File: src/rtl/gpf_pkg.sv
// shared types and constants for the geo prefix filter and rate limiter
package gpf_pkg;

    localparam int PrefixEntries = 64;
    localparam int CountrySlots  = 1024;
    localparam int PidxW = $clog2(PrefixEntries);
    localparam int CidxW = $clog2(CountrySlots);

    localparam logic [1:0] CMD_PACKET = 2'd0;
    localparam logic [1:0] CMD_PREFIX = 2'd1;
    localparam logic [1:0] CMD_POLICY = 2'd2;

    localparam logic [1:0] KIND_DROP = 2'd1;
    localparam logic [1:0] KIND_RATE = 2'd2;

    localparam logic REG_ENABLE = 1'b0;
    localparam logic REG_WINDOW = 1'b1;

    localparam logic [15:0] ETHERTYPE_IPV4  = 16'h0800;
    localparam logic [15:0] MIN_FRAME_BYTES = 16'd34;
    localparam logic [3:0]  MIN_IHL         = 4'd5;
    localparam logic [5:0]  ADDR_BITS       = 6'd32;

    localparam logic [3:0] R_DISABLED     = 4'd0;
    localparam logic [3:0] R_NOT_IPV4     = 4'd1;
    localparam logic [3:0] R_BAD_IHL      = 4'd2;
    localparam logic [3:0] R_NO_MATCH     = 4'd3;
    localparam logic [3:0] R_ALLOW        = 4'd4;
    localparam logic [3:0] R_COUNTRY_DROP = 4'd5;
    localparam logic [3:0] R_WITHIN       = 4'd6;
    localparam logic [3:0] R_OVER         = 4'd7;
    localparam logic [3:0] R_WRITE        = 4'd8;

    localparam int InW = 2 + 32 + 6 + 10 + 2 + 32 + 6 + 1 + 16 + 4 + 16 + 64;
    localparam int InBytesW = ((InW + 7) / 8) * 8;

    // work handed from front to back
    typedef enum logic [1:0] {
        JOB_DONE,    // verdict already known
        JOB_PREFIX,  // prefix table write
        JOB_POLICY,  // policy table write
        JOB_LOOKUP   // prefix search then policy
    } job_kind_t;

    typedef struct packed {
        job_kind_t   kind;
        logic        drop;
        logic [3:0]  reason;
        logic [31:0] ip;
        logic [5:0]  plen;
        logic [9:0]  country;
        logic [1:0]  act;
        logic [31:0] lim;
        logic [5:0]  idx;
        logic        vld;
        logic [63:0] now;
    } job_t;

    typedef struct packed {
        logic       drop;
        logic [3:0] reason;
        logic       geo_drop;
        logic [9:0] country;
    } verdict_t;

    typedef enum logic [3:0] {
        ST_CLEAR,
        ST_IDLE,
        ST_SCAN,
        ST_SCAN_LAST,
        ST_POLICY_RD,
        ST_POLICY,
        ST_CNT,
        ST_EMIT
    } back_state_t;

endpackage

File: src/rtl/gpf_front.sv
// front end: accepts items, settles early verdicts, feeds the job queue
module gpf_front (
    input  logic                       aclk,
    input  logic                       aresetn,
    input  logic                       in_valid,
    output logic                       in_ready,
    input  logic [gpf_pkg::InW-1:0]    in_data,
    input  logic                       filter_enable,
    output logic                       q_valid,
    input  logic                       q_pop,
    output gpf_pkg::job_t              q_job
);
    logic [1:0]  cmd;
    logic [15:0] etype;
    logic [3:0]  ihl;
    logic [15:0] flen;
    gpf_pkg::job_t job;
    gpf_pkg::job_t slot_reg [2];
    logic [1:0] cnt_reg, cnt_next;
    logic       wr_ptr_reg, rd_ptr_reg;
    logic       push;

    assign cmd   = in_data[1:0];
    assign etype = in_data[106:91];
    assign ihl   = in_data[110:107];
    assign flen  = in_data[126:111];

    always_comb begin
        job.ip      = in_data[33:2];
        job.plen    = in_data[39:34];
        job.country = in_data[49:40];
        job.act     = in_data[51:50];
        job.lim     = in_data[83:52];
        job.idx     = in_data[89:84];
        job.vld     = in_data[90];
        job.now     = in_data[190:127];
        job.kind    = gpf_pkg::JOB_DONE;
        job.drop    = 1'b0;
        job.reason  = gpf_pkg::R_WRITE;
        unique case (cmd)
            gpf_pkg::CMD_PREFIX: job.kind = gpf_pkg::JOB_PREFIX;
            gpf_pkg::CMD_POLICY: job.kind = gpf_pkg::JOB_POLICY;
            gpf_pkg::CMD_PACKET: begin
                if (!filter_enable) begin
                    job.reason = gpf_pkg::R_DISABLED;
                end else if (etype != gpf_pkg::ETHERTYPE_IPV4 ||
                             flen < gpf_pkg::MIN_FRAME_BYTES) begin
                    job.reason = gpf_pkg::R_NOT_IPV4;
                end else if (ihl < gpf_pkg::MIN_IHL) begin
                    job.reason = gpf_pkg::R_BAD_IHL;
                    job.drop   = 1'b1;
                end else begin
                    job.kind = gpf_pkg::JOB_LOOKUP;
                end
            end
            default: ;
        endcase
    end

    assign in_ready = (cnt_reg != 2'd2);
    assign push     = in_valid && in_ready;
    assign q_valid  = (cnt_reg != 2'd0);
    assign q_job    = slot_reg[rd_ptr_reg];

    always_comb begin
        cnt_next = cnt_reg;
        if (push && !q_pop) cnt_next = cnt_reg + 2'd1;
        if (!push && q_pop) cnt_next = cnt_reg - 2'd1;
    end

    always_ff @(posedge aclk) begin
        if (push) slot_reg[wr_ptr_reg] <= job;
        if (!aresetn) begin
            cnt_reg    <= 2'd0;
            wr_ptr_reg <= 1'b0;
            rd_ptr_reg <= 1'b0;
        end else begin
            cnt_reg <= cnt_next;
            if (push)  wr_ptr_reg <= ~wr_ptr_reg;
            if (q_pop) rd_ptr_reg <= ~rd_ptr_reg;
        end
    end
endmodule

File: config.mk
export PLATFORM = sky130hd
export DESIGN_NAME = gpf_front
export DESIGN_NICKNAME = d
export VERILOG_FILES = /design/src/rtl/gpf_pkg.sv /design/src/rtl/gpf_front.sv
export SDC_FILE = /design/constraint.sdc
export NUM_CORES = 1
export LEC_CHECK = 0
export ABC_AREA = 1
export BUFFER_PORTS_ARGS = -buffer_cell sky130_fd_sc_hd__buf_4
export CORE_MARGIN = 1.5
export CORE_UTILIZATION = 37
export DETAILED_ROUTE_END_ITERATION = 8
export PLACE_DENSITY_LB_ADDON = 0.08
export SETUP_SLACK_MARGIN = 0.5
export SLEW_MARGIN = 20
export SYNTH_ARGS = -nofsm -noshare
export SYNTH_HDL_FRONTEND = slang
export SYNTH_SLANG_ARGS = --single-unit
File: constraint.sdc
create_clock -name aclk -period 14.29 [get_ports aclk]
set_clock_uncertainty 0.15 [all_clocks]
set_input_delay 3.5725 -clock aclk [delete_from_list [all_inputs] [get_ports aclk]]
set_output_delay 3.5725 -clock aclk [all_outputs]
set_load 0.02 [all_outputs]
==> out/summary.log, run 1 <==
[sta] Achievable Freq 0.1487 GHz
[global_routing] met3 demand-to-capacity share in global routing 6.085%
[clock_tree] number of post-CTS setup repair buffers 0
[sta] Setup TNS Final 0 ns
[clock_tree] Hold-fix buffers, CTS 0
[layout] max FFs per register 316
[critical_path] data arrival time of the worst path 3.00 ns
[global_routing] antenna violations before repair 1
[sta] final count of pins violating max slew 0
[drt] DRC violations left 0
[logic_synthesis] Main synth FF type edfxtp_1
[logic_synthesis] sequential area share after synthesis 77.85%
[drt] number of nets with antenna violations after routing 0
[critical_path] critical path required time 10.57 ns
[sta] measured slew at the worst slew-check pin 1.045 ns
[clock_tree] CTS Root Cell clkbuf_16
[sta] minimum hold slack 0.3497 ns
[logic_synthesis] top post-synthesis cells by area edfxtp_1, mux2_4, mux2_2, buf_6, nor2_1
[drt] First-pass DRT Iterations 4
[drt] detailed-route via count 6400
[floorplanning] total core area 0.03262 mm^2
[run_status] run status complete, no violations
[clock_tree] number of levels the H-tree was split into 2
[sta] final critical-path share of the clock period 47.05%
[power] leak pwr 0.006422 uW
[logic_synthesis] cell count after synthesis 585
[sta] worst relative slew slack 30.35%
[logic_synthesis] share of synthesized flip-flops with an asynchronous set or reset 0%
[floorplanning] number of rows created at floorplan 66
[logic_synthesis] flip-flop and latch count after synthesis 321
[global_routing] global routing usage on met1 16.02%
[logic_synthesis] fraction of synthesized cell area taken by the top area cell type 77.03%
[critical_path] biggest fanout along the worst timing path 62
[layout] final-stage net count 1161
[drt] wire length after detailed routing 25290 um
[logic_synthesis] Yosys cell types 21
[critical_path] Worst Reg-to-Reg Cells 5
[critical_path] Worst Path Class, Setup flip-flop to primary output
[global_routing] Top Usage Layer GRT met2
[floorplanning] effective utilization at floorplan 37.76%
[placement] setup slack after placement 7.980 ns
[global_routing] overall overflow remaining after global route 0
[placement] half-perimeter wire length of the detailed placement result 16620 um
[floorplanning] Vert. Die Dim 185.5 um
[hold_path] type of the most critical hold path flip-flop to flip-flop
[global_routing] largest net degree at the start of global routing 73
[sta] Min Clock Period, post-route 6.723 ns
[layout] final-layout fill cell count 2777
[placement] DP Area 0.01540 mm^2
[hold_path] instance count along the most critical hold path 2
[logic_synthesis] cell with the most instances after synthesis edfxtp_1
[critical_path] startpoint types flip-flop
[power] maximum vdd ir drop 0.0001002 V
[logic_synthesis] cell types with the highest counts after synthesis edfxtp_1, mux2_4, mux2_2, nor2_1, nand2_1
[layout] Syn-to-layout area delta 33.47%
[drt] number of DRC violations after detailed-routing iteration 0 208
[clock_tree] quantity of gates resized following cts 0
[run] Max-Cap Viols 0
[layout] area of the multi-input gates 0.002489 mm^2
[sta] Final Worst Setup Slack 7.567 ns
[sta] number of hold violations in the final report 0
[layout] Non-Filler Cell Area, Final 0.01644 mm^2
[clock_tree] number of buffers inserted during clock tree synthesis 36
[logic_synthesis] net count after synthesis 782
[global_routing] met2 capacity usage during global routing 23.51%
[clock_tree] worst-case clock buffer depth 3
[critical_path] critical path capture point type primary output
[sta] unrepaired setup endpoints after global routing no
[placement] count of buffers inserted at the top-level ports 355
[drt] ratio of routed vias to standard cells 4.482
[placement] Placer Congestion 0.6992
[logic_synthesis] post-synthesis instance area 0.01232 mm^2
[floorplanning] total die area 0.03440 mm^2
[layout] proportion of layout cells with a drive suffix above 1 57.26%
[floorplanning] number of placed I/O pins 358
[drt] Wirelength per Cell 17.71 um
[logic_synthesis] Synth Warn # 0
[clock_tree] clock-pin slew on the worst setup and hold paths 0.06 ns
[clock_tree] number of clock sinks 321
[logic_synthesis] number of flops mapped to enable cells by yosys 316
[logic_synthesis] Syn Area/Cell 21.06 um^2
[global_routing] global-route wire length before repair 36040 um
[global_routing] vias in the first global route 6434
[clock_tree] worst-skew pair later-pin latency 0.50 ns
[floorplanning] width of the chip 185.5 um
[clock_tree] CTS tree built
[layout] Reg area 0.009593 mm^2
[sta] number of failing setup endpoints in the final timing report 0
[power] PD cells 140.1 mW/mm^2
[power] sum of internal, switching and leakage power 2304 uW
[logic_synthesis] library cell occupying the most area in the post-synthesis netlist edfxtp_1
[global_routing] total track usage 14.03%
-- worst paths after layout --
kind                               endpoint  slack (ns)               startpoint
hold reg to reg     cnt_reg[1]$_SDFFE_PN0P_        0.35  cnt_reg[1]$_SDFFE_PN0P_
hold / removal      cnt_reg[1]$_SDFFE_PN0P_        0.35  cnt_reg[1]$_SDFFE_PN0P_
setup / recovery                 q_job[154]        7.57                flip-flop
setup reg to reg  slot_reg[0][61]$_DFFE_PP_       11.56  cnt_reg[0]$_SDFFE_PN0P_
-- per-layer routing --
layer  up-vias  routed length (um)
met4         0                 605
met5         -                   0
li1       3020                   -
met1      3085                9576
met2       256               12460
met3        39                2645
-- worst max-delay path, stage by stage, from the launching register on --
cell,delay [ns]
dfxtp_4,1.01
buf_4,0.83
mux2_2,0.45
buf_4,0.17
-- layout make-up --
type | instances | share of cell area [%]
Inverter | 14 | 0.3196
Sequential cell | 321 | 58.35
Clock buffer | 48 | 5.883
Timing Repair Buffer | 361 | 16.48
Multi-Input combinational cell | 230 | 15.14
Clock inverter | 11 | 0.4490
Tap cell | 442 | 3.364
Antenna cell | 1 | 0.01522
-- power by group --
| part | total [uW] | leakage [uW] | switching (uW) | internal, uW |
|---|---|---|---|---|
| clock network | 824 | 0.000504 | 335 | 489 |
| logic | 340 | 0.00292 | 175 | 165 |
| registers | 1140 | 0.00299 | 20.6 | 1120 |
| total | 2300 | 0.00642 | 531 | 1770 |
-- stage by stage --
step | instances | utilization [%]
2_1_floorplan | 585 | -
3_3_place_gp | 1368 | 47.20
3_5_place_dp | 1368 | 47.20
4_1_cts | 1427 | 50.40
5_1_grt | 1428 | 50.40
6_report | 1428 | 50.40
-- kinds of logic (layout without fill, tap and decap cells) --
logic type      count (synthesis)  in the layout  synth area share [%]
flops                         321            321                 77.85
mux                           158            158                 17.52
simple gates                   60             60                 2.021
buf+inv                        34            434                 2.072
compound gates                 10             10                0.4062
fa+ha+maj                       1              1                0.1016
other cells                     1              2               0.03044
-- layout by cell type (no fill, tap or decap), types with 4 or more instances in the layout --
master,netlist,layout
buf_4,2,361
nand4_1,4,4
clkinv_1,0,8
nor2_1,29,27
o21ai_0,5,5
mux2_4,101,101
dfxtp_1,5,4
a21oi_1,5,5
clkbuf_16,0,37
mux2_2,57,57
inv_1,14,14
nand2_1,20,20
clkbuf_1,0,11
edfxtp_1,316,316
(Power assumes the default switching activity.)
==> inputs of run 2 (changes only) <==
==> constraint.sdc (replaced) <==
create_clock -name aclk -period 5.6 [get_ports aclk]
set_clock_uncertainty 0.15 [all_clocks]
set_input_delay 1.4 -clock aclk [delete_from_list [all_inputs] [get_ports aclk]]
set_output_delay 1.4 -clock aclk [all_outputs]
set_load 0.02 [all_outputs]
==> out/summary.log, run 2 (synthesized netlist as in run 1, its figures left out) <==
[layout] proportion of layout cells with a drive suffix above 1 57.89%
[layout] max FFs per register 316
[global_routing] overall overflow remaining after global route 0
[global_routing] largest net degree at the start of global routing 77
[floorplanning] number of placed I/O pins 358
[sta] measured slew at the worst slew-check pin 0.9668 ns
[placement] half-perimeter wire length of the detailed placement result 17040 um
[run] Max-Cap Viols 0
[critical_path] ordered list of cells on the worst path buf_12 > mux2_2 > buf_4
[clock_tree] number of post-CTS setup repair buffers 0
[sta] number of hold violations in the final report 0
[clock_tree] quantity of gates resized following cts 0
[floorplanning] total die area 0.03440 mm^2
[clock_tree] clock-pin slew on the worst setup and hold paths 0.05 ns
[run_status] run status complete, no violations
[global_routing] total track usage 14.19%
[critical_path] critical path required time 4.05 ns
[floorplanning] number of rows created at floorplan 66
[critical_path] Worst Reg-to-Reg Cells 5
[drt] number of DRC violations after detailed-routing iteration 0 243
[critical_path] data arrival time of the worst path 2.46 ns
[global_routing] global-route wire length before repair 36630 um
[layout] Non-Filler Cell Area, Final 0.01667 mm^2
[drt] First-pass DRT Iterations 4
[placement] setup slack after placement 2.047 ns
[critical_path] critical path capture point type primary output
[critical_path] startpoint types flip-flop
[clock_tree] worst-skew pair later-pin latency 0.50 ns
[floorplanning] effective utilization at floorplan 37.76%
[critical_path] Worst Path Class, Setup flip-flop to primary output
[drt] wire length after detailed routing 25390 um
[sta] number of failing setup endpoints in the final timing report 0
[sta] Final Worst Setup Slack 1.585 ns
[clock_tree] number of buffers inserted during clock tree synthesis 37
[drt] DRC violations left 0
[sta] worst relative slew slack 35.55%
[floorplanning] Vert. Die Dim 185.5 um
[global_routing] antenna violations before repair 1
[clock_tree] worst-case clock buffer depth 3
[power] leak pwr 0.006525 uW
[global_routing] vias in the first global route 6430
[drt] ratio of routed vias to standard cells 4.465
[clock_tree] CTS Root Cell clkbuf_16
[critical_path] biggest fanout along the worst timing path 57
[sta] final count of pins violating max slew 0
[clock_tree] CTS tree built
[power] maximum vdd ir drop 0.0002227 V
[placement] DP Area 0.01549 mm^2
[hold_path] type of the most critical hold path flip-flop to flip-flop
[sta] Min Clock Period, post-route 4.015 ns
[clock_tree] number of clock sinks 321
[floorplanning] total core area 0.03262 mm^2
[hold_path] instance count along the most critical hold path 2
[layout] most common library cell in the layout ignoring fill and taps buf_4
[critical_path] delay of the slowest cell on the worst path 0.99 ns
[critical_path] worst flop-to-flop path endpoint slot_reg[0][156]$_DFFE_PP_
[clock_tree] Hold-fix buffers, CTS 0
[layout] leading cell types in the layout, fill and taps excluded buf_4, edfxtp_1, mux2_4, mux2_2, clkbuf_16
[placement] count of buffers inserted at the top-level ports 355
[placement] Placer Congestion 0.7164
[hold_path] Min-Delay Startpoint rd_ptr_reg$_SDFFE_PN0P_
[power] PD cells 364.8 mW/mm^2
[sta] final critical-path share of the clock period 71.69%
[critical_path] beginning of the worst register-to-register path cnt_reg[0]$_SDFFE_PN0P_
[clock_tree] number of levels the H-tree was split into 2
[drt] Wirelength per Cell 17.66 um
[drt] number of nets with antenna violations after routing 0
[sta] unrepaired setup endpoints after global routing no
[sta] Achievable Freq 0.2491 GHz
[drt] detailed-route via count 6421
[critical_path] library cell contributing the largest single delay on the critical path dfxtp_4
[floorplanning] width of the chip 185.5 um
[layout] final-stage net count 1164
[layout] Syn-to-layout area delta 35.30%
[critical_path] slack of the worst reg-to-reg path 3.17 ns
==> run 2: cell count changes in the layout (fill, tap and decap cells not counted), moves of 2 or more <==
| cell | before | now |
|---|---|---|
| buf_12 | 0 | 6 |
| clkbuf_1 | 11 | 6 |
| clkinv_2 | 1 | 6 |
| buf_4 | 361 | 357 |
| clkinv_1 | 8 | 11 |
| bufinv_16 | 1 | 3 |
| clkbuf_16 | 37 | 39 |
==> run 2: worst max-delay path by stage <==
stage | end | slack (ns)
after floorplan | slot_reg[0][0]$_DFFE_PP_ | -0.65
after global placement | q_job[14] | 2.01
after detailed placement | q_job[14] | 2.05
after CTS | q_job[14] | 1.49
after global routing | q_job[14] | 1.47
final | q_job[28] | 1.59
==> run 2: per-stage QoR <==
stage,setup TNS [ns],cells,utilization (%),hold slack (ns),power (uW)
after floorplan,-204.17,585,-,0.3079,3464
after global placement,0,1370,47.48,0.3197,3844
after detailed placement,0,1370,47.48,0.3252,3854
after CTS,0,1437,51.09,0.3418,6180
after global routing,0,1437,51.09,0.3894,6332
final,0,1438,51.09,0.3390,6079
==> run 2: cell type report <==
cell class                      instances  area, um^2
Clock buffer                           45       998.5
Sequential cell                       321        9593
Inverter                               14       52.55
Timing Repair Buffer                  363        2800
Fill cell                            2745       15950
Clock inverter                         22       177.7
Tap cell                              442       553.0
Multi-Input combinational cell        230        2489
Antenna cell                            1       2.502
==> run 2: where the power goes <==
group / leakage (uW) / total [uW] / switching, uW / internal, uW
combinational: 0.00296 / 882 / 451 / 431
sequential: 0.00299 / 2900 / 51.3 / 2850
clock: 0.000575 / 2290 / 892 / 1400
==> run 2: routing by layer <==
layer  routed length [um]  global-route usage [%]  up-vias
li1                     -                       -     3035
met1                 9941                   16.62     3080
met2                11920                   23.01      263
met3                 3018                   6.946       43
met4                  511                   4.130        0
met5                    0                       0        -
==> run 2: worst max-delay path: cells and delay by family, from the launching register on <==
kind / cells / cell delay [ns]
muxes: 1 / 0.38
buffers and inverters: 2 / 0.53
DFF: 1 / 0.99
